<file path="src/hdl/c3e_pkg.sv">
`timescale 1ns / 1ps
package c3e_pkg;

    localparam int DEF_MAX_WIDTH    = 2048;
    localparam int DEF_MAX_CHANNELS = 4;
    localparam int MAX_HEIGHT       = 4096;

    localparam int SAMPLE_W   = 8;
    localparam int NUM_CH     = 4;
    localparam int COL_W      = 11;
    localparam int ROW_W      = 12;
    localparam int FW_W       = 12;
    localparam int FH_W       = 13;
    localparam int CC_W       = 3;
    localparam int KS_W       = 3;
    localparam int CFG_IDX_W  = 3;
    localparam int CFG_DATA_W = 13;
    localparam int SUM_W      = 13;
    localparam int TAPS       = 9;

    // register indexes
    localparam logic [CFG_IDX_W-1:0] REG_FRAME_WIDTH   = 3'd0;
    localparam logic [CFG_IDX_W-1:0] REG_FRAME_HEIGHT  = 3'd1;
    localparam logic [CFG_IDX_W-1:0] REG_CHANNEL_COUNT = 3'd2;
    localparam logic [CFG_IDX_W-1:0] REG_KERNEL_SELECT = 3'd3;

    // register reset values
    localparam logic [FW_W-1:0] RST_FRAME_WIDTH   = 12'd2048;
    localparam logic [FH_W-1:0] RST_FRAME_HEIGHT  = 13'd1;
    localparam logic [CC_W-1:0] RST_CHANNEL_COUNT = 3'd3;
    localparam logic [KS_W-1:0] RST_KERNEL_SELECT = 3'd5;

    // kernel codes
    localparam logic [KS_W-1:0] KS_EDGE     = 3'd0;
    localparam logic [KS_W-1:0] KS_SHARPEN  = 3'd1;
    localparam logic [KS_W-1:0] KS_BOX      = 3'd2;
    localparam logic [KS_W-1:0] KS_GAUSS    = 3'd3;
    localparam logic [KS_W-1:0] KS_EMBOSS   = 3'd4;
    localparam logic [KS_W-1:0] KS_IDENTITY = 3'd5;

    // commands
    localparam logic CMD_PIXEL = 1'b0;
    localparam logic CMD_FLUSH = 1'b1;

    // floor(s/9) as (s*3641)>>15, exact for s below 4096
    localparam int DIV9_MUL    = 3641;
    localparam int DIV9_SHIFT  = 15;
    localparam int GAUSS_SHIFT = 4;

    typedef logic signed [3:0] t_coef;

    // taps in row-major order, newest column last
    localparam t_coef COEF_TAB [0:5][0:TAPS-1] = '{
        '{ 4'sd0, -4'sd1,  4'sd0, -4'sd1, 4'sd4, -4'sd1,  4'sd0, -4'sd1, 4'sd0},
        '{ 4'sd0, -4'sd1,  4'sd0, -4'sd1, 4'sd5, -4'sd1,  4'sd0, -4'sd1, 4'sd0},
        '{ 4'sd1,  4'sd1,  4'sd1,  4'sd1, 4'sd1,  4'sd1,  4'sd1,  4'sd1, 4'sd1},
        '{ 4'sd1,  4'sd2,  4'sd1,  4'sd2, 4'sd4,  4'sd2,  4'sd1,  4'sd2, 4'sd1},
        '{-4'sd2, -4'sd1,  4'sd0, -4'sd1, 4'sd1,  4'sd1,  4'sd0,  4'sd1, 4'sd2},
        '{ 4'sd0,  4'sd0,  4'sd0,  4'sd0, 4'sd1,  4'sd0,  4'sd0,  4'sd0, 4'sd0}
    };

    typedef struct packed {
        logic [COL_W-1:0] col;
        logic [ROW_W-1:0] row;
        logic             last;
        logic             eof;
    } t_meta;

    typedef struct packed {
        logic [NUM_CH-1:0][SAMPLE_W-1:0] ch;
        t_meta                           meta;
    } t_result;

endpackage

</file>
<file path="src/hdl/c3e_lane.sv">
`timescale 1ns / 1ps
module c3e_lane (
    input  logic                                          i_clk,
    input  logic                                          i_en,
    input  logic [c3e_pkg::TAPS-1:0][c3e_pkg::SAMPLE_W-1:0] i_win,
    input  logic [c3e_pkg::KS_W-1:0]                      i_ks,
    output logic [c3e_pkg::SAMPLE_W-1:0]                  o_pix
);
    import c3e_pkg::*;

    logic signed [SUM_W-1:0] n_sum;
    logic signed [SUM_W-1:0] r_sum;
    logic [SUM_W+11:0]       prod;
    logic signed [SUM_W-1:0] quot;

    // weighted sum of the nine taps
    always_comb begin
        n_sum = '0;
        for (int k = 0; k < TAPS; k++) begin
            n_sum = n_sum + SUM_W'(COEF_TAB[i_ks][k]) * SUM_W'($signed({1'b0, i_win[k]}));
        end
    end

    always_ff @(posedge i_clk) begin
        if (i_en) begin
            r_sum <= n_sum;
        end
    end

    // normalise blur kernels, then clamp to a byte
    always_comb begin
        prod = {12'b0, r_sum[SUM_W-2:0]} * (SUM_W+11)'(DIV9_MUL);
        quot = r_sum;
        case (i_ks)
            KS_BOX: begin
                if (!r_sum[SUM_W-1]) begin
                    quot = $signed(SUM_W'(prod >> DIV9_SHIFT));
                end
            end
            KS_GAUSS: begin
                if (!r_sum[SUM_W-1]) begin
                    quot = r_sum >>> GAUSS_SHIFT;
                end
            end
            default: begin
            end
        endcase
        if (quot[SUM_W-1]) begin
            o_pix = '0;
        end else if (quot > 13'sd255) begin
            o_pix = 8'd255;
        end else begin
            o_pix = quot[SAMPLE_W-1:0];
        end
    end

endmodule

</file>
<file path="config.mk">
export PLATFORM = sky130hd
export DESIGN_NAME = c3e_lane
export DESIGN_NICKNAME = d
export VERILOG_FILES = /design/src/hdl/c3e_pkg.sv /design/src/hdl/c3e_lane.sv
export SDC_FILE = /design/constraint.sdc
export NUM_CORES = 1
export LEC_CHECK = 0
export ABC_CLOCK_PERIOD_IN_PS = 15900
export BUFFER_PORTS_ARGS = -buffer_cell sky130_fd_sc_hd__buf_2
export CORE_MARGIN = 2
export CORE_UTILIZATION = 56
export CTS_CLUSTER_DIAMETER = 200
export CTS_CLUSTER_SIZE = 28
export DETAILED_ROUTE_END_ITERATION = 8
export PLACE_DENSITY = 0.82
export SLEW_MARGIN = 15
export SYNTH_ARGS = -nofsm -noshare
export SYNTH_HDL_FRONTEND = slang
export SYNTH_SLANG_ARGS = --single-unit
</file>
<file path="constraint.sdc">
create_clock -name i_clk -period 15.9 [get_ports i_clk]
set_input_delay 3.18 -clock i_clk [delete_from_list [all_inputs] [get_ports i_clk]]
set_output_delay 3.18 -clock i_clk [all_outputs]
set_load 0.01 [all_outputs]
</file>
==> flow_metrics.tcl <==
set metrics [dict create \
    outcome "complete, no violations" \
    fin_crit_sh 0.741 \
    rsz0062_at_grt "no" \
    crit_path_start_kind "primary input" \
    setup_tns_ns 0 \
    drive_gt1_frac 0.0868 \
    synthCells 1175 \
    crit_family "adder cells" \
    gp_congestion 0.950 \
    grt_max_degree 37 \
    synth_seq_cells 13 \
    drtAntennaViolNets 0 \
    place_hpwl_um 22000 \
    ys_seq_area_frac 0.0364 \
    post_cts_buffers 0 \
    max-cap-violations 0 \
    regMostFlops "r_sum" \
    end_kind "flip-flop" \
    worstPathMaxFanout 27 \
    top_regs "r_sum x13" \
    dieArea_um2 20300 \
    finalWirelength_um 24500 \
    cts_inserted_buffers 3 \
    cts_hold_buf 0 \
    synthArstFlopShare 0 \
    diodes 0 \
    path_class "in -> reg" \
    fmax_mhz 84.8 \
    cts_buffer_depth 2 \
    ios 85 \
    die_w_um 142 \
    post_cts_resized 0 \
    grt_usage 0.256 \
    initial_utilization 0.571 \
    fin_util 0.610 \
    grt_pass1_vias 8471 \
    critPathArrivalTime_ns 11.77 \
    required_ns 15.89 \
    drt_pre_antenna_iters 5 \
    synth_edf_count 13 \
    detail_route.vias_per_cell 5.28 \
    drv_slew 0 \
    cp-endpoint "r_sum[12]" \
    syn_area_um2 10700 \
    clk_pin_slew_ns 0.05 \
    cp-startpoint "i_ks[2]" \
    min_period_ns 11.79 \
    ys.flop_type "edfxtp_1" \
    grt_pass1_wl_um 41000 \
    io_buffer_count 84 \
    final_common_cell "inv_1" \
    yosys_warnings 0 \
    largest_register_ffs 13 \
    cts-root-buf "clkbuf_16" \
    finalNetCount 1717 \
    antenna_found_initial 0 \
    tightest_slew_ns 1.05 \
    htreeDepth 1 \
    worst-path-stages 25 \
    cpMaxStageDelayCell "nor2b_1" \
    finalHoldViolCount 0 \
    rows 50 \
    critPathMaxStageDelay_ns 0.88 \
    final_cell_mix "360 x inv_1, 219 x fa_1, 176 x ha_1, 104 x and2_1, 84 x buf_2" \
    fillers 1535 \
    core_um2 18800 \
    detail_route.iter0.violations 448 \
    area_delta_synth_final_pct 6.77 \
    crit_top_cell "fa_1" \
    slew_headroom 0.299 \
    netlist-cell-type-count 55 \
    synth_nets 1647 \
    synth.avg_cell_area_um2 9.13 \
    cts_tree "yes" \
    die_h_um 142 \
    crit_buf_inv 6 \
    instances_no_fill 1478 \
    post_drt_wl_per_cell_um 16.6 \
    drc 0 \
    hp-class "in -> reg" \
    cts_sinks 13 \
    num_vias 7802 \
    gr-total-overflow 0 \
    setup_violations 0 \
    placed_cells 1474 \
]
## how the worst min path moves through the flow
stage                     startpoint        to  slack (ns)  cells past startpoint
after global placement          i_en  r_sum[2]        3.61                      1
after global routing            i_en  r_sum[6]        3.37                      1
final                           i_en  r_sum[6]        3.36                      1
after detailed placement        i_en  r_sum[0]        3.62                      1
after CTS                       i_en  r_sum[6]        3.37                      1
after floorplan                 i_en  r_sum[0]        3.29                      0
## stage by stage
stage | hold WS (ns) | cell area, µm² | worst slack (ns)
CTS | 3.37 | 11400 | 4.19
finish | 3.36 | 11400 | 4.11
global route | 3.37 | 11400 | 3.67
detailed placement | 3.62 | 11400 | 3.95
floorplan | 3.29 | 10700 | 6.04
global placement | 3.61 | 11400 | 4.21
## synth_stat cells, drive strengths merged, types with 2 or more instances
cell	count	area [µm²]
o211a	2	20.0
xnor2	23	201
a31oi	7	43.8
nor2b	15	93.8
ha	176	2200
o21ai	19	98.9
edfxtp	13	390
inv	360	1350
nand3	6	30.0
and2	105	658
buf	7	46.3
or3	9	56.3
a21o	10	75.1
and3	3	18.8
nand2	62	233
clkbuf	17	63.8
or2	6	37.5
xor2	10	87.6
a211oi	2	15.0
a31o	2	17.5
nand2b	5	31.3
o21a	5	37.5
a22oi	3	22.5
nor3	3	15.0
nand4	2	12.5
o211ai	3	22.5
nor2	38	143
o31ai	2	15.0
a222oi	3	30.0
a21oi	20	104
fa	219	4380
## final cells by class
cell class                      count  area (µm²)  share of cell area
Tap cell                          234         293              0.0256
Multi-Input combinational cell    777        8870               0.775
Inverter                          361        1360               0.118
Timing Repair Buffer               89         458              0.0400
Sequential cell                    13         390              0.0341
Clock buffer                        4        78.8             0.00689
## cells by family (layout without fill, tap and decap cells)
group | after synthesis | count (layout) | share of synthesized area
and+or+nand+nor | 258 | 258 | 0.127
buffers and inverters | 385 | 454 | 0.137
xor gates and xnor gates | 33 | 33 | 0.0270
AOI/OAI and AO/OA | 89 | 89 | 0.0564
DFF | 13 | 13 | 0.0364
adders and majority gates | 395 | 395 | 0.614
muxes | 2 | 2 | 0.00198
## layer usage
metal	GRT usage	vias to the layer above	share of wire
li1	-	3646	-
met1	0.359	3846	0.43
met2	0.439	277	0.48
met3	0.0215	33	0.069
met4	0.0558	0	0.019
met5	0	-	0
Power is left out: the tool's default activity adds up to more than one toggle a clock period on the data nets, which glitch-free logic cannot reach.
